==> src/rtl/core/thsp_pkg.sv <==
// ----------------------------------------------------------------------------
// thsp_pkg
// Shared types and constants of the tar header stream parser.
// ----------------------------------------------------------------------------
package thsp_pkg;

	localparam int unsigned BLOCK_BYTES = 512;
	localparam int unsigned OFF_W       = 9;

	typedef enum logic [1:0] {
		KIND_HEADER  = 2'd0,
		KIND_CONTENT = 2'd1,
		KIND_END     = 2'd2,
		KIND_ERROR   = 2'd3
	} kind_t;

	typedef enum logic [1:0] {
		ERR_NONE     = 2'd0,
		ERR_CHECKSUM = 2'd1,
		ERR_MAGIC    = 2'd2,
		ERR_TRUNC    = 2'd3
	} err_t;

	typedef enum logic [1:0] {
		PH_HEADER  = 2'd0,
		PH_CONTENT = 2'd1,
		PH_PAD     = 2'd2,
		PH_HALT    = 2'd3
	} phase_t;

	// result beat queued from front to back
	typedef struct packed {
		kind_t       kind;
		err_t        error_code;
		logic [35:0] entry_size;
		logic [35:0] mod_time;
		logic [23:0] owner_num;
		logic [23:0] group_num;
		logic [7:0]  link_type;
		logic        is_regular;
		logic [7:0]  data_byte;
		logic        last_of_file;
	} result_t;

	localparam int unsigned RES_W = $bits(result_t);

	function automatic logic [7:0] magic_ustar_sp(input logic [2:0] k);
		logic [7:0] c;
		unique case (k)
			3'd0: c = 8'h75;
			3'd1: c = 8'h73;
			3'd2: c = 8'h74;
			3'd3: c = 8'h61;
			3'd4: c = 8'h72;
			3'd5: c = 8'h20;
			3'd6: c = 8'h20;
			default: c = 8'h00;
		endcase
		return c;
	endfunction

	function automatic logic [7:0] magic_gnu(input logic [2:0] k);
		logic [7:0] c;
		unique case (k)
			3'd0: c = 8'h47;
			3'd1: c = 8'h4E;
			3'd2: c = 8'h55;
			3'd3: c = 8'h74;
			3'd4: c = 8'h61;
			3'd5: c = 8'h72;
			3'd6: c = 8'h20;
			default: c = 8'h00;
		endcase
		return c;
	endfunction

endpackage

==> src/rtl/core/thsp_front.sv <==
// ----------------------------------------------------------------------------
// thsp_front
// Header walker: accumulates sums and octal fields, classifies each byte and
// pushes result beats into the queue.
// ----------------------------------------------------------------------------
module thsp_front (
	input  logic                  clk,
	input  logic                  arst_n,
	input  logic                  in_valid,
	output logic                  in_ready,
	input  logic [7:0]            in_byte,
	input  logic                  archive_end,
	output logic                  push,
	output thsp_pkg::result_t     push_data,
	input  logic                  q_full
);

	thsp_pkg::phase_t   phase_q, phase_d;
	logic [8:0]         off_q;
	logic [16:0]        sum_q;
	logic [23:0]        chk_q, own_q, grp_q;
	logic [35:0]        size_q, time_q, left_q;
	logic [7:0]         link_q;
	logic [5:0]         flags_q, flags_d;
	logic [8:0]         pad_q;
	logic               fire, is_oct, last_off;
	logic [35:0]        size_n;
	logic [7:0]         link_n;
	logic [23:0]        chk_n;
	logic [16:0]        sum_n;
	logic [2:0]         mk;
	logic               cs_bad, mg_ok;
	thsp_pkg::result_t  r;
	logic               emit;

	assign in_ready = !q_full;
	assign fire     = in_valid && in_ready;
	assign is_oct   = (in_byte != 8'h00) && (in_byte != 8'h20);
	assign last_off = (off_q == 9'(thsp_pkg::BLOCK_BYTES - 1));
	assign mk       = 3'(off_q - 9'd257);

	// values including the current byte (needed at last offset only for sum)
	assign sum_n = (off_q < 9'd148 || (off_q >= 9'd156 && off_q < 9'd500)) ?
		17'(sum_q + 17'(in_byte)) :
		((off_q < 9'd156) ? 17'(sum_q + 17'h20) : sum_q);
	assign size_n = size_q;
	assign link_n = link_q;
	assign chk_n  = chk_q;

	always_comb begin
		flags_d = flags_q;
		if (in_byte != 8'h00) begin
			flags_d[0] = 1'b0;
			if (off_q == 9'd0)
				flags_d[5] = 1'b0;
		end
		if (off_q >= 9'd257 && off_q < 9'd265) begin
			if (mk < 3'd6) begin
				if (in_byte != ((mk == 3'd5) ? 8'h00 : thsp_pkg::magic_ustar_sp(mk)))
					flags_d[1] = 1'b0;
			end else if (in_byte != 8'h30) begin
				flags_d[2] = 1'b0;
			end
			if (in_byte != thsp_pkg::magic_ustar_sp(mk))
				flags_d[3] = 1'b0;
			if (in_byte != thsp_pkg::magic_gnu(mk))
				flags_d[4] = 1'b0;
		end
	end

	assign cs_bad = (24'(sum_n) != chk_n) && ((chk_n != 24'd0) || flags_d[5]);
	assign mg_ok  = (flags_d[1] && flags_d[2]) || flags_d[3] || flags_d[4];

	always_comb begin
		r       = '0;
		emit    = 1'b0;
		phase_d = phase_q;
		unique case (phase_q)
			thsp_pkg::PH_HEADER: begin
				if (!last_off) begin
					if (archive_end) begin
						emit         = 1'b1;
						r.kind       = thsp_pkg::KIND_ERROR;
						r.error_code = thsp_pkg::ERR_TRUNC;
						phase_d      = thsp_pkg::PH_HALT;
					end
				end else begin
					emit = 1'b1;
					priority if (flags_d[0]) begin
						r.kind  = thsp_pkg::KIND_END;
						phase_d = thsp_pkg::PH_HALT;
					end else if (cs_bad) begin
						r.kind       = thsp_pkg::KIND_ERROR;
						r.error_code = thsp_pkg::ERR_CHECKSUM;
						phase_d      = thsp_pkg::PH_HALT;
					end else if (!mg_ok) begin
						r.kind       = thsp_pkg::KIND_ERROR;
						r.error_code = thsp_pkg::ERR_MAGIC;
						phase_d      = thsp_pkg::PH_HALT;
					end else begin
						r.kind       = thsp_pkg::KIND_HEADER;
						r.entry_size = size_n;
						r.mod_time   = time_q;
						r.owner_num  = own_q;
						r.group_num  = grp_q;
						r.link_type  = link_n;
						r.is_regular = (link_n == 8'h00) || (link_n == 8'h30);
						phase_d = (size_n != 36'd0) ? thsp_pkg::PH_CONTENT :
							thsp_pkg::PH_HEADER;
					end
				end
			end
			thsp_pkg::PH_CONTENT: begin
				emit           = 1'b1;
				r.kind         = thsp_pkg::KIND_CONTENT;
				r.data_byte    = in_byte;
				r.last_of_file = (left_q == 36'd1);
				if (left_q == 36'd1)
					phase_d = (pad_q != 9'd0) ? thsp_pkg::PH_PAD : thsp_pkg::PH_HEADER;
			end
			thsp_pkg::PH_PAD: begin
				if (pad_q <= 9'd1)
					phase_d = thsp_pkg::PH_HEADER;
			end
			default: begin
				phase_d = thsp_pkg::PH_HALT;
			end
		endcase
		if (archive_end)
			phase_d = thsp_pkg::PH_HALT;
	end

	assign push      = fire && emit;
	assign push_data = r;

	always_ff @(posedge clk or negedge arst_n) begin
		if (!arst_n) begin
			phase_q <= thsp_pkg::PH_HEADER;
			off_q   <= '0;
			sum_q   <= '0;
			chk_q   <= '0;
			own_q   <= '0;
			grp_q   <= '0;
			size_q  <= '0;
			time_q  <= '0;
			link_q  <= '0;
			flags_q <= '1;
			left_q  <= '0;
			pad_q   <= '0;
		end else if (fire) begin
			phase_q <= phase_d;
			unique case (phase_q)
				thsp_pkg::PH_HEADER: begin
					if (last_off) begin
						off_q   <= '0;
						sum_q   <= '0;
						chk_q   <= '0;
						own_q   <= '0;
						grp_q   <= '0;
						size_q  <= '0;
						time_q  <= '0;
						link_q  <= '0;
						flags_q <= '1;
						if (phase_d != thsp_pkg::PH_HALT || archive_end) begin
							left_q <= size_q;
							pad_q  <= (size_q[8:0] != 9'd0) ?
								9'(10'(thsp_pkg::BLOCK_BYTES) - 10'(size_q[8:0])) : 9'd0;
						end
					end else begin
						off_q   <= 9'(off_q + 9'd1);
						sum_q   <= sum_n;
						flags_q <= flags_d;
						if (is_oct) begin
							if (off_q >= 9'd108 && off_q < 9'd116)
								own_q <= 24'({own_q, 3'b000} + 27'(in_byte) - 27'h30);
							else if (off_q >= 9'd116 && off_q < 9'd124)
								grp_q <= 24'({grp_q, 3'b000} + 27'(in_byte) - 27'h30);
							else if (off_q >= 9'd124 && off_q < 9'd136)
								size_q <= 36'({size_q, 3'b000} + 39'(in_byte) - 39'h30);
							else if (off_q >= 9'd136 && off_q < 9'd148)
								time_q <= 36'({time_q, 3'b000} + 39'(in_byte) - 39'h30);
							else if (off_q >= 9'd148 && off_q < 9'd156)
								chk_q <= 24'({chk_q, 3'b000} + 27'(in_byte) - 27'h30);
						end
						if (off_q == 9'd156)
							link_q <= in_byte;
					end
				end
				thsp_pkg::PH_CONTENT: begin
					left_q <= 36'(left_q - 36'd1);
				end
				thsp_pkg::PH_PAD: begin
					if (pad_q != 9'd0)
						pad_q <= 9'(pad_q - 9'd1);
				end
				default: begin
					left_q <= left_q;
				end
			endcase
		end
	end

endmodule

==> src/rtl/core/thsp_queue.sv <==
// ----------------------------------------------------------------------------
// thsp_queue
// Two-entry result queue between the header walker and the output stage.
// ----------------------------------------------------------------------------
module thsp_queue (
	input  logic               clk,
	input  logic               arst_n,
	input  logic               push,
	input  thsp_pkg::result_t  push_data,
	output logic               full,
	output logic               out_valid,
	input  logic               out_ready,
	output thsp_pkg::result_t  out_data
);

	thsp_pkg::result_t mem_q [2];
	logic              wp_q, rp_q;
	logic [1:0]        cnt_q;
	logic              pop;

	assign full      = (cnt_q == 2'd2);
	assign out_valid = (cnt_q != 2'd0);
	assign pop       = out_valid && out_ready;
	assign out_data  = mem_q[rp_q];

	always_ff @(posedge clk) begin
		if (push)
			mem_q[wp_q] <= push_data;
	end

	always_ff @(posedge clk or negedge arst_n) begin
		if (!arst_n) begin
			wp_q  <= 1'b0;
			rp_q  <= 1'b0;
			cnt_q <= 2'd0;
		end else begin
			if (push)
				wp_q <= !wp_q;
			if (pop)
				rp_q <= !rp_q;
			cnt_q <= 2'(cnt_q + 2'(push) - 2'(pop));
		end
	end

endmodule

==> src/rtl/core/tar_header_stream_parser_unit.sv <==
// ----------------------------------------------------------------------------
// tar_header_stream_parser_unit
// Streaming ustar header parser: one archive byte per beat in, header, content,
// end and error beats out.
// ----------------------------------------------------------------------------
// Takes one byte per cycle with no bubbles; each byte yields at most one output
// beat, written into a two-entry queue that holds the input off only when the
// output side stalls. After an end, error or truncated header the block
// consumes and drops bytes until reset.
module tar_header_stream_parser_unit (
	input  logic          clk,
	input  logic          arst_n,
	input  logic          s_tvalid,
	output logic          s_tready,
	input  logic [7:0]    s_tdata,   // in_byte
	input  logic          s_tlast,   // archive_end
	output logic          m_tvalid,
	input  logic          m_tready,
	output logic [143:0]  m_tdata,   // error_code, entry_size, mod_time, owner_num,
	                                 // group_num, link_type, is_regular, data_byte, pad
	output logic [1:0]    m_tuser,   // kind
	output logic          m_tlast    // last_of_file
);

	logic              push, full;
	thsp_pkg::result_t pd, od;

	thsp_front u_front (
		.clk(clk), .arst_n(arst_n), .in_valid(s_tvalid), .in_ready(s_tready),
		.in_byte(s_tdata), .archive_end(s_tlast), .push(push), .push_data(pd),
		.q_full(full)
	);

	thsp_queue u_queue (
		.clk(clk), .arst_n(arst_n), .push(push), .push_data(pd), .full(full),
		.out_valid(m_tvalid), .out_ready(m_tready), .out_data(od)
	);

	assign m_tuser = od.kind;
	assign m_tlast = od.last_of_file;
	assign m_tdata = {5'd0, od.data_byte, od.is_regular, od.link_type, od.group_num,
		od.owner_num, od.mod_time, od.entry_size, od.error_code};

endmodule

==> config.mk <==
export PLATFORM = sky130hd
export DESIGN_NAME = tar_header_stream_parser_unit
export DESIGN_NICKNAME = d
export VERILOG_FILES = /design/src/rtl/core/thsp_pkg.sv /design/src/rtl/core/thsp_front.sv /design/src/rtl/core/thsp_queue.sv /design/src/rtl/core/tar_header_stream_parser_unit.sv
export SDC_FILE = /design/constraint.sdc
export NUM_CORES = 1
export LEC_CHECK = 0
export BUFFER_PORTS_ARGS = -buffer_cell sky130_fd_sc_hd__buf_2
export CORE_MARGIN = 2
export CORE_UTILIZATION = 25
export DETAILED_ROUTE_END_ITERATION = 16
export PLACE_DENSITY_LB_ADDON = 0.25
export SLEW_MARGIN = 20
export SYNTH_ARGS = -nofsm -noshare
export SYNTH_HDL_FRONTEND = slang
export SYNTH_SLANG_ARGS = --single-unit
==> constraint.sdc <==
create_clock -name clk -period 18.9 [get_ports clk]
set_clock_uncertainty 0.1 [all_clocks]
set_input_delay 3.78 -clock clk [delete_from_list [all_inputs] [get_ports clk]]
set_output_delay 3.78 -clock clk [all_outputs]
set_load 0.005 [all_outputs]
==> metrics.md, run 1 <==
| Metric | Value |
|---|---|
| Status | finished, final reports clean |
| Synth Area in Adders | a little over 8% |
| # setup viols final | 0 |
| Int Power | approximately 0.0023 W |
| Crit path cell chain | buf_2 -> ha_1 -> inv_1 -> fa_1 -> nor2b_1 -> o2111ai_1 -> and3_1 -> nor3_1 -> nor2_1 -> a2111oi_0 -> nand4_1 -> o41ai_2 -> and4_4 -> buf_4 -> and2_1 |
| Req. time, crit path | about 19000 ps |
| Pwr/cell area | 96.0 nW/µm² |
| Clock-pin slew on the worst setup and hold paths | 60 ps |
| H-tree level count | 2 |
| Max-cap violations | 0 |
| 1st-iter DRT viols | approximately 1.3k |
| Total clock sinks | 519 |
| Hold_buf cts | 0 |
| Skew-Pair Late Insertion Delay | between 600 and 700 ps |
| Mux contribution to synthesized area | under 10% |
| Hold Vio Cnt, Final | 0 |
| Worst min path class | flip-flop to flip-flop |
| Initial antenna violation count | 11 |
| FF+latch count, synth | between 500 and 600 |
| First-pass GRT wire length | 137000 µm |
| Vias in the first global route | around 23k |
| Reg-to-reg slack, setup | ~13000 ps |
| Slowest CP cell | buf_4 |
| RD Place Congestion | 0.878 |
| Worst Path Buf+Inv | 3 |
| Sw Share | 32.2% |
| Fmax | roughly 120 MHz |
| Post-synthesis xor/xnor area fraction | about 4.3% |
| Remaining antenna violation count after routing | 0 |
| Post-placement cell area | approximately 33000 µm² |
| Synth warn | 0 |
| Worst Hold Endpoint | u_front.chk_n[22]$_DFFE_PN0P_ |
| Reg power frac | approximately 40% |
| Critical path type | input port to flip-flop |
| Post-synth EDFFs | ~280 |
| Fin crit share | between 40% and 50% |
| Row cnt | 128 |
| Storage element area | 14400 µm² |
| WHS Path Cells | 2 |
| Final core utilization | 28.9% |
| CTS root buffer | clkbuf_16 |
| Synth Area in Simple Gates | approximately 15% |
| Clock tree from TritonCTS | yes |
| Final instance area | 35200 µm² |
| # fillers | 12.8k |
| Vias | approximately 23k |
| Compound-cell area share of the yosys netlist | approximately 15% |
| DRC | 0 |
| Clock share of power | between 30% and 40% |
| Psw | between 0.001 and 0.0015 W |
| Synth Cell Area | 30800 µm² |
| HP Start | u_front.chk_n[22]$_DFFE_PN0P_ |
| Final worst path period need | 8670 ps |
| Mean Syn Cell Area | between 10 and 15 µm² |
| Die area | roughly 130000 µm² |
| Die width | around 350 µm |
| Vias per std cell | approximately 4.7 |
| R2R Path End | u_queue.mem_q[1][69]$_DFFE_PP_ |
| DRT Pass-1 Iters | 7 |
| Post-CTS Resized | 0 |
| Pin count of the biggest net entering global routing | between 100 and 150 |
| Worst EP arrival | 9070 ps |
| Slew Viols, Final | 0 |
| Max transition margin | between 20 and 30% |
| Dpl hpwl | roughly 61000 µm |
| Pleak | approximately 14 nW |
| Multi-input gate area | between 10000 and 15000 µm² |
| Top delay family on crit path | simple AND/OR/NAND/NOR gates |
| R2r worst-path depth | 12 |
| WL/cell | between 15 and 20 µm |
| WP depth | 15 |
| Io pins | 162 |
| Max clock buf depth | 3 |
| Core area | around 120000 µm² |
| R2R Path Start | u_front.off_q[2]$_DFFE_PN0P_ |
| Logic gate share of total power | between 20% and 30% |
| I/O Buffers | 156 |
| Layout area overhead | 14.5% |
| Grt total ovfl | 0 |
| Cells after synthesis | between 3k and 4k |
| Initial Utilization | 25.2% |
| Unrepaired setup endpoints after global routing | no |
| Total CTS buffers | 58 |
| Worst Tran Pin Value | 1100 ps |
| Commonest non-fill, non-tap cell in the layout | edfxtp_1 |
| Asr flop ratio synth | between 40% and 50% |
| Gr usage total | roughly 14% |
| Most frequent cells in the layout | edfxtp_1, dfrtp_1, inv_1 |
| VDD IR max | 0.0647 mV |
| Detailed-route wire length | roughly 90000 µm |
| NumNets Final | between 3k and 4k |
| Largest family of logic cells by synthesized area | simple AND/OR/NAND/NOR gates |
| Max stage delay on crit path | between 700 and 800 ps |
| Number of setup buffers added after CTS | 0 |
| Primary FF master, synth | edfxtp_1 |
| Sequential area share after synthesis | between 40% and 50% |
| Max Fanout on Critical Path | 80 |
| Setup tns final | 0 ps |
| Unique masters post-synth | slightly above 90 |
| Die height | around 350 µm |
| Startpoint Class | input port |
| Fraction of layout cells with a size suffix above 1 | 14.8% |
| Critical path endpoint category | flip-flop |
## how the worst max path moves through the flow
stage / slack, ps / start / end
2_1_floorplan: 7690 / s_tvalid / u_queue.mem_q[0][0]$_DFFE_PP_
3_3_place_gp: 9630 / s_tdata[0] / u_queue.mem_q[0][9]$_DFFE_PP_
3_5_place_dp: 9540 / s_tdata[0] / u_queue.mem_q[0][9]$_DFFE_PP_
4_1_cts: 10210 / s_tdata[0] / u_queue.mem_q[1][9]$_DFFE_PP_
5_1_grt: 9770 / s_tdata[0] / u_queue.mem_q[0][9]$_DFFE_PP_
6_report: 10230 / s_tdata[0] / u_queue.mem_q[1][69]$_DFFE_PP_
## power groups by stage
stage | Sequential (W) | Combinational, W | Clock, W
2_1_floorplan | 0.00131 | 0.000615 | 0
3_3_place_gp | 0.00137 | 0.000889 | 0
3_5_place_dp | 0.00137 | 0.000883 | 0
4_1_cts | 0.00135 | 0.000888 | 0.00120
5_1_grt | 0.00136 | 0.000971 | 0.00124
6_report | 0.00135 | 0.000877 | 0.00115
## per-layer routing
layer,wire [µm],up-vias,track usage [%]
li1,-,11100,-
met3,4120,114,2.39
met5,95,-,0
met4,1850,14,3.44
met1,42500,11100,19.2
met2,39400,407,22.0
## logic make-up (layout without fill, tap and decap cells)
group | count (synthesis) | after routing
xor+xnor | 149 | 149
other cells | 1 | 7
flops | 519 | 519
mux | 148 | 148
buf+inv | 372 | 520
simple gates | 945 | 945
fa+ha+maj | 195 | 195
compound gates | 683 | 683
## per-stage QoR
step                      worst slack (ps)  hold slack, ps  instances  power (W)
after floorplan                       7690             340       3016    0.00192
after global placement                9630             364       4680    0.00226
after detailed placement              9540             368       4680    0.00226
after CTS                            10210             382       4788    0.00344
after global routing                  9770             401       4789    0.00357
final                                10230             380       4791    0.00338
## Yosys cell counts, types with 85 or more instances
| master | n | share of area, % |
|---|---|---|
| mux2_2 | 142 | 5.2 |
| ha_1 | 189 | 7.7 |
| xnor2_1 | 85 | 2.4 |
| o21ai_0 | 140 | 2.3 |
| a21oi_1 | 121 | 2.0 |
| inv_1 | 226 | 2.8 |
| nor3_1 | 95 | 1.5 |
| and2_1 | 149 | 3.0 |
| nor2_1 | 217 | 2.6 |
| clkbuf_1 | 103 | 1.3 |
| edfxtp_1 | 284 | 28 |
| dfrtp_1 | 229 | 19 |
| nand2_1 | 215 | 2.6 |
## final cells by class
class | count | area share, %
multi-input combinational | 2125 | 42.5
timing repair buffer | 184 | 2.91
inverter | 228 | 2.43
clock buffer | 75 | 4.56
sequential | 519 | 40.9
clock inverter | 33 | 0.902
tap | 1625 | 5.77
antenna | 2 | 0.0142
## state kept, by name, summed over array words and instances, names as in the netlist, 6 cells and up
name and flops:
u_front.sum_q 17, u_front.grp_q 24, u_front.time_q 36, u_front.flags_q 6, u_front.off_q 9, u_queue.mem_q 284
u_front.pad_q 9, u_front.size_n 36, u_front.link_n 8, u_front.own_q 24, u_front.left_q 36, u_front.chk_n 24
## tightest hold or removal path, cell delays in order, from the launching register on
cell and delay, ps:
dfrtp_1 340, nand2_1 50, o31ai_1 50
No activity file was read; power rests on OpenSTA's default activity.
==> run 2, diff against run 1 <==
Clock period 18.9 ns to 7.8 ns, I/O delays scaled along.
==> run 2 against run 1 <==
Sequential share of layout area is 0.34 points lower. Count of clock-buffer cells in the layout is 18 higher. Cell area is 0.85% higher. Power grew to 2.5 times the previous value. Via count is 0.22% higher. Core utilization is 0.24 points higher. Die area stayed put. Non-clock buffer count is 2 higher. Wire length is 0.70% lower.
==> metrics.md, run 2 (synthesis results as in run 1) <==
| Metric | Value |
|---|---|
| Status | finished, final reports clean (unchanged) |
| Fraction of layout cells with a size suffix above 1 | 14.9% (was 14.8%) |
| WL/cell | 18.2 µm (was 18.4 µm) |
| Reg power frac | 38.5% (was 40.0%) |
| Core area | 122000 µm² (unchanged) |
| Pin count of the biggest net entering global routing | 139 (was 113) |
| NumNets Final | 3334 (was 3324) |
| Final worst path period need | 5720 ps |
| Largest register FFs | 284 (unchanged) |
| Hold_buf cts | 0 (unchanged) |
| Total CTS buffers | 66 (was 58) |
| Skew-Pair Late Insertion Delay | 620 ps (was 640 ps) |
| Pleak | 14.0 nW (was 13.9 nW) |
| Int Power | 0.00581 W (was 0.00229 W) |
| Max transition margin | 24.6% (was 25.8%) |
| Layout area overhead | 15.5% (was 14.5%) |
| Vias in the first global route | 22.8k (about the same) |
| Critical path endpoint category | flip-flop (unchanged) |
| Psw | 0.00269 W (was 0.00109 W) |
| Logic gate share of total power | 24.9% (was 25.9%) |
| Placed instance count | 4683 (was 4680) |
| Crit path cell chain | buf_2 -> ha_1 -> inv_1 -> fa_1 -> nor2b_1 -> o2111ai_1 -> and3_1 -> nor3_1 -> nor2_1 -> a2111oi_0 -> nand4_1 -> o41ai_2 -> buf_4 -> and4_4 -> buf_4 -> and2_1 (was buf_2 -> ha_1 -> inv_1 -> fa_1 -> nor2b_1 -> o2111ai_1 -> and3_1 -> nor3_1 -> nor2_1 -> a2111oi_0 -> nand4_1 -> o41ai_2 -> and4_4 -> buf_4 -> and2_1) |
| Initial antenna violation count | 11 (unchanged) |
| Final instance area | 35500 µm² (was 35200 µm²) |
| Row cnt | 128 (unchanged) |
| Req. time, crit path | 8150 ps (was 19290 ps) |
| Setup tns final | 0 ps (unchanged) |
| Max clock buf depth | 3 (unchanged) |
| # fillers | 12.9k (was 12.8k) |
| R2R Path End | u_queue.mem_q[1][120]$_DFFE_PP_ (was u_queue.mem_q[1][69]$_DFFE_PP_) |
| Hold Vio Cnt, Final | 0 (unchanged) |
| Top delay family on crit path | simple AND/OR/NAND/NOR gates (unchanged) |
| Worst Hold Endpoint | u_front.flags_q[0]$_DFFE_PN1P_ (was u_front.chk_n[22]$_DFFE_PN0P_) |
| Number of setup buffers added after CTS | 0 (unchanged) |
| Clock tree from TritonCTS | yes (unchanged) |
| Unrepaired setup endpoints after global routing | no (unchanged) |
| Worst min path class | flip-flop to flip-flop (unchanged) |
| Commonest non-fill, non-tap cell in the layout | edfxtp_1 (unchanged) |
| 1st-iter DRT viols | 1421 (was 1282) |
| DRC | 0 (unchanged) |
| Die area | 126000 µm² (unchanged) |
| Clock share of power | 36.5% (was 34.1%) |
| Post-Layout Cell Count | 4804 (was 4791) |
| Worst Tran Pin Value | 1120 ps (was 1100 ps) |
| Fin crit share | about three quarters |
| Post-CTS Resized | 0 (unchanged) |
| Vias per std cell | 4.74 (was 4.75) |
| First-pass GRT wire length | 136000 µm (was 137000 µm) |
| WHS Path Cells | 2 (unchanged) |
| # setup viols final | 0 (unchanged) |
| Cell repeated most along the worst path | buf_4 |
| Max Fanout on Critical Path | 41 (was 80) |
| Initial Utilization | 25.2% (unchanged) |
| Max stage delay on crit path | 580 ps (was 710 ps) |
| R2r worst-path depth | 12 (unchanged) |
| DRT Pass-1 Iters | 5 (was 7) |
| H-tree level count | 3 (was 2) |
| WP depth | 16 (was 15) |
| Gr usage total | 13.7% (was 13.8%) |
| R2R Path Start | u_front.off_q[2]$_DFFE_PN0P_ (unchanged) |
| Worst Path Buf+Inv | 4 (was 3) |
| Detailed-route wire length | 87400 µm (was 88000 µm) |
| Top reg by flops | u_queue.mem_q (unchanged) |
| Fmax | roughly 170 MHz |
| I/O Buffers | 156 (unchanged) |
| RD Place Congestion | 0.855 (was 0.878) |
| Pwr/cell area | 239 nW/µm² (was 96.0 nW/µm²) |
| Clock-pin slew on the worst setup and hold paths | 60 ps (about the same) |
| Worst EP arrival | 6070 ps (was 9070 ps) |
| Most frequent cells in the layout | edfxtp_1, dfrtp_1, inv_1 (unchanged) |
| Slowest CP cell | and4_4 (was buf_4) |
| Vias | 22.8k (was 22.7k) |
| CTS root buffer | clkbuf_16 (unchanged) |
| Total clock sinks | 519 (unchanged) |
| Remaining antenna violation count after routing | 0 (unchanged) |
| VDD IR max | 0.150 mV (was 0.0647 mV) |
| Max-cap violations | 0 (unchanged) |
| Io pins | 162 (unchanged) |
| Slew Viols, Final | 0 (unchanged) |
| Die height | 355 µm (unchanged) |
| Startpoint Class | input port (unchanged) |
| HP Start | u_front.flags_q[0]$_DFFE_PN1P_ (was u_front.chk_n[22]$_DFFE_PN0P_) |
| Reg-to-reg slack, setup | 2560 ps (was 12980 ps) |
| Die width | 355 µm (unchanged) |
| Post-placement cell area | 33300 µm² (about the same) |
| Critical path type | input port to flip-flop (unchanged) |
| Grt total ovfl | 0 (unchanged) |
| Sw Share | 31.7% (was 32.2%) |
| Dpl hpwl | 59800 µm (was 60800 µm) |
[run 2: changes by cell type in the layout (fill, tap and decap cells not counted), moves of 3 or more]
cell       before  now
clkinv_2       11    8
clkbuf_16      59   70
clkbuf_8        7    4
clkbuf_1        9   19
[run 2: final cells by class]
cell class / count / area, µm² / share of cell area (%)
Timing Repair Buffer: 186 / 1070 / 3.00
Clock inverter: 27 / 314 / 0.884
Antenna cell: 1 / 2.50 / 0.00704
Inverter: 228 / 856 / 2.41
Multi-Input combinational cell: 2125 / 15000 / 42.1
Sequential cell: 519 / 14400 / 40.6
Clock buffer: 93 / 1880 / 5.28
Tap cell: 1625 / 2030 / 5.72
[run 2: worst max path at each step]
stage	from	to
2_1_floorplan	s_tvalid	u_queue.mem_q[0][0]$_DFFE_PP_
3_3_place_gp	s_tdata[4]	u_front.time_q[32]$_DFFE_PN0P_
3_5_place_dp	s_tdata[0]	u_queue.mem_q[0][120]$_DFFE_PP_
4_1_cts	s_tdata[0]	u_queue.mem_q[0][120]$_DFFE_PP_
5_1_grt	s_tdata[0]	u_queue.mem_q[0][120]$_DFFE_PP_
6_report	s_tdata[0]	u_queue.mem_q[1][120]$_DFFE_PP_
[run 2: power by group through the flow]
stage,Sequential [W],Clock [W],Combinational [W]
global placement,0.00333,0,0.00214
global route,0.00331,0.00333,0.00235
floorplan,0.00317,0,0.00149
finish,0.00328,0.00311,0.00212
detailed placement,0.00333,0,0.00213
CTS,0.00327,0.00323,0.00214
[run 2: worst register-to-register path, stage by stage, from the launching register on]
cell and delay (ps):
dfrtp_1 660, and3_1 340, o41ai_4 370, nand2_1 570, o2111a_1 370, or4_1 580
a22oi_1 200, nand4_1 130, o41ai_2 310, buf_4 210, and4_4 580, buf_4 420
and2_1 230
[run 2: per-layer routing]
metal / part of all wire, % / GRT usage, % / routed length [µm]
met5: 0.065 / 0 / 57
met4: 2.2 / 3.83 / 1900
met3: 4.7 / 2.52 / 4140
met2: 45 / 21.7 / 39300
met1: 48 / 19.0 / 42000
[run 2: stage by stage]
stage               worst slack, ps  util (%)  hold WS (ps)  total power (W)
floorplan                      1540         -           340          0.00466
CTS                            2060      29.1           381          0.00864
finish                         2080      29.1           382          0.00850
global route                   1680      29.1           406          0.00899
global placement               1630      27.3           363          0.00547
detailed placement             1440      27.3           369          0.00546
==> run 3, diff against run 2 <==
Clock period 7.8 ns to 5.9 ns, I/O delays scaled along.
==> run 3 against run 2 <==
Critical path depth is 2 lower. Flip-flop and latch count stayed put. Global-route usage is 0.053 points lower. Power is 29% higher. Hold slack better by 4.9 ps. Register-to-register slack worse by 1600 ps. Count of clock-buffer cells in the layout is 16 lower. Largest cell class unchanged. Highest routed layer unchanged.
==> metrics.md, run 3 (synthesis results as in run 1) <==
| Metric | Value |
|---|---|
| Status | finished, final reports clean (unchanged) |
| 1st-iter DRT viols | 1637 (was 1421) |
| I/O Buffers | 156 (unchanged) |
| Sw Share | 31.9% (was 31.7%) |
| Layout area overhead | 15.4% (was 15.5%) |
| CTS root buffer | clkbuf_16 (unchanged) |
| Pin count of the biggest net entering global routing | 108 (was 139) |
| Critical path type | flip-flop to flip-flop (was input port to flip-flop) |
| Int Power | 0.00744 W (was 0.00581 W) |
| Hold WS | 387 ps (was 382 ps) |
| R2R Path End | u_front.pad_q[4]$_DFFE_PN0P_ (was u_queue.mem_q[1][120]$_DFFE_PP_) |
| Worst Hold Endpoint | u_front.chk_n[22]$_DFFE_PN0P_ (was u_front.flags_q[0]$_DFFE_PN1P_) |
| Io pins | 162 (unchanged) |
| Startpoint Class | flip-flop (was input port) |
| Unrepaired setup endpoints after global routing | no (unchanged) |
| Row cnt | 128 (unchanged) |
| RD Place Congestion | 0.862 (was 0.855) |
| Slowest CP cell | dfrtp_1 (was and4_4) |
| Fin crit share | 84.2% |
| DRC | 0 (unchanged) |
| Number of setup buffers added after CTS | 0 (unchanged) |
| WHS Path Cells | 2 (unchanged) |
| WL/cell | 18.2 µm (about the same) |
| Clock-pin slew on the worst setup and hold paths | 60 ps (about the same) |
| Pwr/cell area | 308 nW/µm² (was 239 nW/µm²) |
| Crit path cell chain | inv_1 -> ha_1 -> xor2_1 -> nor2_1 -> o311ai_0 -> a311o_1 -> nor2_1 -> o31ai_1 -> o211ai_1 -> and2_1 -> a21oi_4 -> buf_4 -> or2_0 -> o21ai_1 (was buf_2 -> ha_1 -> inv_1 -> fa_1 -> nor2b_1 -> o2111ai_1 -> and3_1 -> nor3_1 -> nor2_1 -> a2111oi_0 -> nand4_1 -> o41ai_2 -> buf_4 -> and4_4 -> buf_4 -> and2_1) |
| Clock share of power | 34.8% (was 36.5%) |
| Reg power frac | 39.2% (was 38.5%) |
| Reg-to-reg slack, setup | 930 ps (was 2560 ps) |
| Clock tree from TritonCTS | yes (unchanged) |
| Worst min path class | flip-flop to flip-flop (unchanged) |
| Psw | 0.00349 W (was 0.00269 W) |
| Post-placement cell area | 33500 µm² (was 33300 µm²) |
| Largest register FFs | 284 (unchanged) |
| Core area | 122000 µm² (unchanged) |
| Remaining antenna violation count after routing | 0 (unchanged) |
| Max-cap violations | 0 (unchanged) |
| Pleak | 14.0 nW (about the same) |
| Max Fanout on Critical Path | 46 (was 41) |
| First-pass GRT wire length | 136000 µm (about the same) |
| Max clock buf depth | 3 (unchanged) |
| Cell repeated most along the worst path | nor2_1 (was buf_4) |
| Critical path endpoint category | flip-flop (unchanged) |
| NumNets Final | 3346 (was 3334) |
| Hold Vio Cnt, Final | 0 (unchanged) |
| Fraction of layout cells with a size suffix above 1 | 15.5% (was 14.9%) |
| VDD IR max | 0.289 mV (was 0.150 mV) |
| Slew Viols, Final | 0 (unchanged) |
| Total clock sinks | 519 (unchanged) |
| H-tree level count | 2 (was 3) |
| Req. time, crit path | 6310 ps (was 8150 ps) |
| Max transition margin | 23.5% (was 24.6%) |
| Top reg by flops | u_queue.mem_q (unchanged) |
| HP Start | u_front.chk_n[22]$_DFFE_PN0P_ (was u_front.flags_q[0]$_DFFE_PN1P_) |
| Worst Path Buf+Inv | 2 (was 4) |
| Setup tns final | 0 ps (unchanged) |
| Skew-Pair Late Insertion Delay | 670 ps (was 620 ps) |
| Final instance area | 35500 µm² (about the same) |
| Dpl hpwl | 61400 µm (was 59800 µm) |
| Total power | 0.0109 W (was 0.00850 W) |
| Detailed-route wire length | 87500 µm (was 87400 µm) |
| Die height | 355 µm (unchanged) |
| Worst Tran Pin Value | 1140 ps (was 1120 ps) |
| WP depth | 14 (was 16) |
| Final worst path period need | just under 5000 ps |
| Max stage delay on crit path | 700 ps (was 580 ps) |
| R2R Path Start | u_front.off_q[0]$_DFFE_PN0P_ (was u_front.off_q[2]$_DFFE_PN0P_) |
| Total CTS buffers | 59 (was 66) |
| R2r worst-path depth | 14 (was 12) |
| DRT Pass-1 Iters | 5 (unchanged) |
| Die area | 126000 µm² (unchanged) |
| Commonest non-fill, non-tap cell in the layout | edfxtp_1 (unchanged) |
| Post-CTS Resized | 0 (unchanged) |
| Vias in the first global route | 22.6k (was 22.8k) |
| Worst EP arrival | 5380 ps (was 6070 ps) |
| Vias | 22.9k (was 22.8k) |
| Initial Utilization | 25.2% (unchanged) |
| Fmax | 201 MHz |
| Vias per std cell | 4.75 (was 4.74) |
| Gr usage total | 13.6% (was 13.7%) |
| Most frequent cells in the layout | edfxtp_1, dfrtp_1, inv_1 (unchanged) |
| Logic gate share of total power | 26.0% (was 24.9%) |
| Top delay family on crit path | compound AO/OA/AOI/OAI gates (was simple AND/OR/NAND/NOR gates) |
| # setup viols final | 0 (unchanged) |
| Die width | 355 µm (unchanged) |
| Hold_buf cts | 0 (unchanged) |
| Initial antenna violation count | 7 (was 11) |
| Grt total ovfl | 0 (unchanged) |
[run 3: cell count changes in the layout (fill, tap and decap cells not counted), sizes merged]
cell | before | now
clkinv | 17 | 21
buf | 186 | 205
clkbuf | 93 | 77
bufinv | 5 | 6
inv | 229 | 231
clkinvlp | 4 | 5
[run 3: area by class of cell]
type	instances	area, µm²
multi-input cells	2125	15000
diodes	1	2.50
inverters	228	856
well taps	1625	2030
flip-flops and latches	519	14400
clock buffers	77	1610
clock inverters	35	383
repair buffers	205	1250
fillers	12800	86500
[run 3: worst max-delay path by stage]
stage | startpoint | end | slack, ps
2_1_floorplan | u_front.off_q[3]$_DFFE_PN0P_ | u_queue.mem_q[1][0]$_DFFE_PP_ | 7
3_3_place_gp | s_tdata[0] | u_front.left_q[12]$_DFFE_PN0P_ | 420
3_5_place_dp | s_tdata[0] | u_front.left_q[11]$_DFFE_PN0P_ | 370
4_1_cts | u_front.off_q[0]$_DFFE_PN0P_ | u_front.pad_q[4]$_DFFE_PN0P_ | 970
5_1_grt | u_front.off_q[0]$_DFFE_PN0P_ | u_front.pad_q[5]$_DFFE_PN0P_ | 480
6_report | u_front.off_q[0]$_DFFE_PN0P_ | u_front.pad_q[4]$_DFFE_PN0P_ | 930
[run 3: routing by layer]
layer	up-vias	routed length, µm	global-route usage, %
li1	11200	-	-
met1	11200	41900	19.1
met2	414	39800	21.9
met3	105	3710	2.19
met4	12	1930	3.45
met5	-	75	0
[run 3: metrics by stage]
stage	std cells	util [%]	setup WS [ps]
floorplan	3016	-	7.10
global placement	4702	27.5	420
detailed placement	4702	27.5	370
CTS	4814	29.1	966
global route	4814	29.1	479
finish	4815	29.1	931
[run 3: worst register-to-register path, cell delays in order (launching register included)]
cell      delay [ps]
dfrtp_1          700
inv_1            230
ha_1             360
xor2_1           450
nor2_1           100
o311ai_0         430
a311o_1          210
nor2_1            50
o31ai_1          340
o211ai_1         290
and2_1           290
a21oi_4          160
buf_4            490
or2_0            460
o21ai_1          140
[run 3: power by group through the flow]
stage / Clock [W] / Sequential, W / Combinational [W]
2_1_floorplan: 0 / 0.00419 / 0.00197
3_3_place_gp: 0 / 0.00436 / 0.00288
3_5_place_dp: 0 / 0.00436 / 0.00286
4_1_cts: 0.00393 / 0.00429 / 0.00288
5_1_grt: 0.00407 / 0.00433 / 0.00315
6_report: 0.00380 / 0.00429 / 0.00284
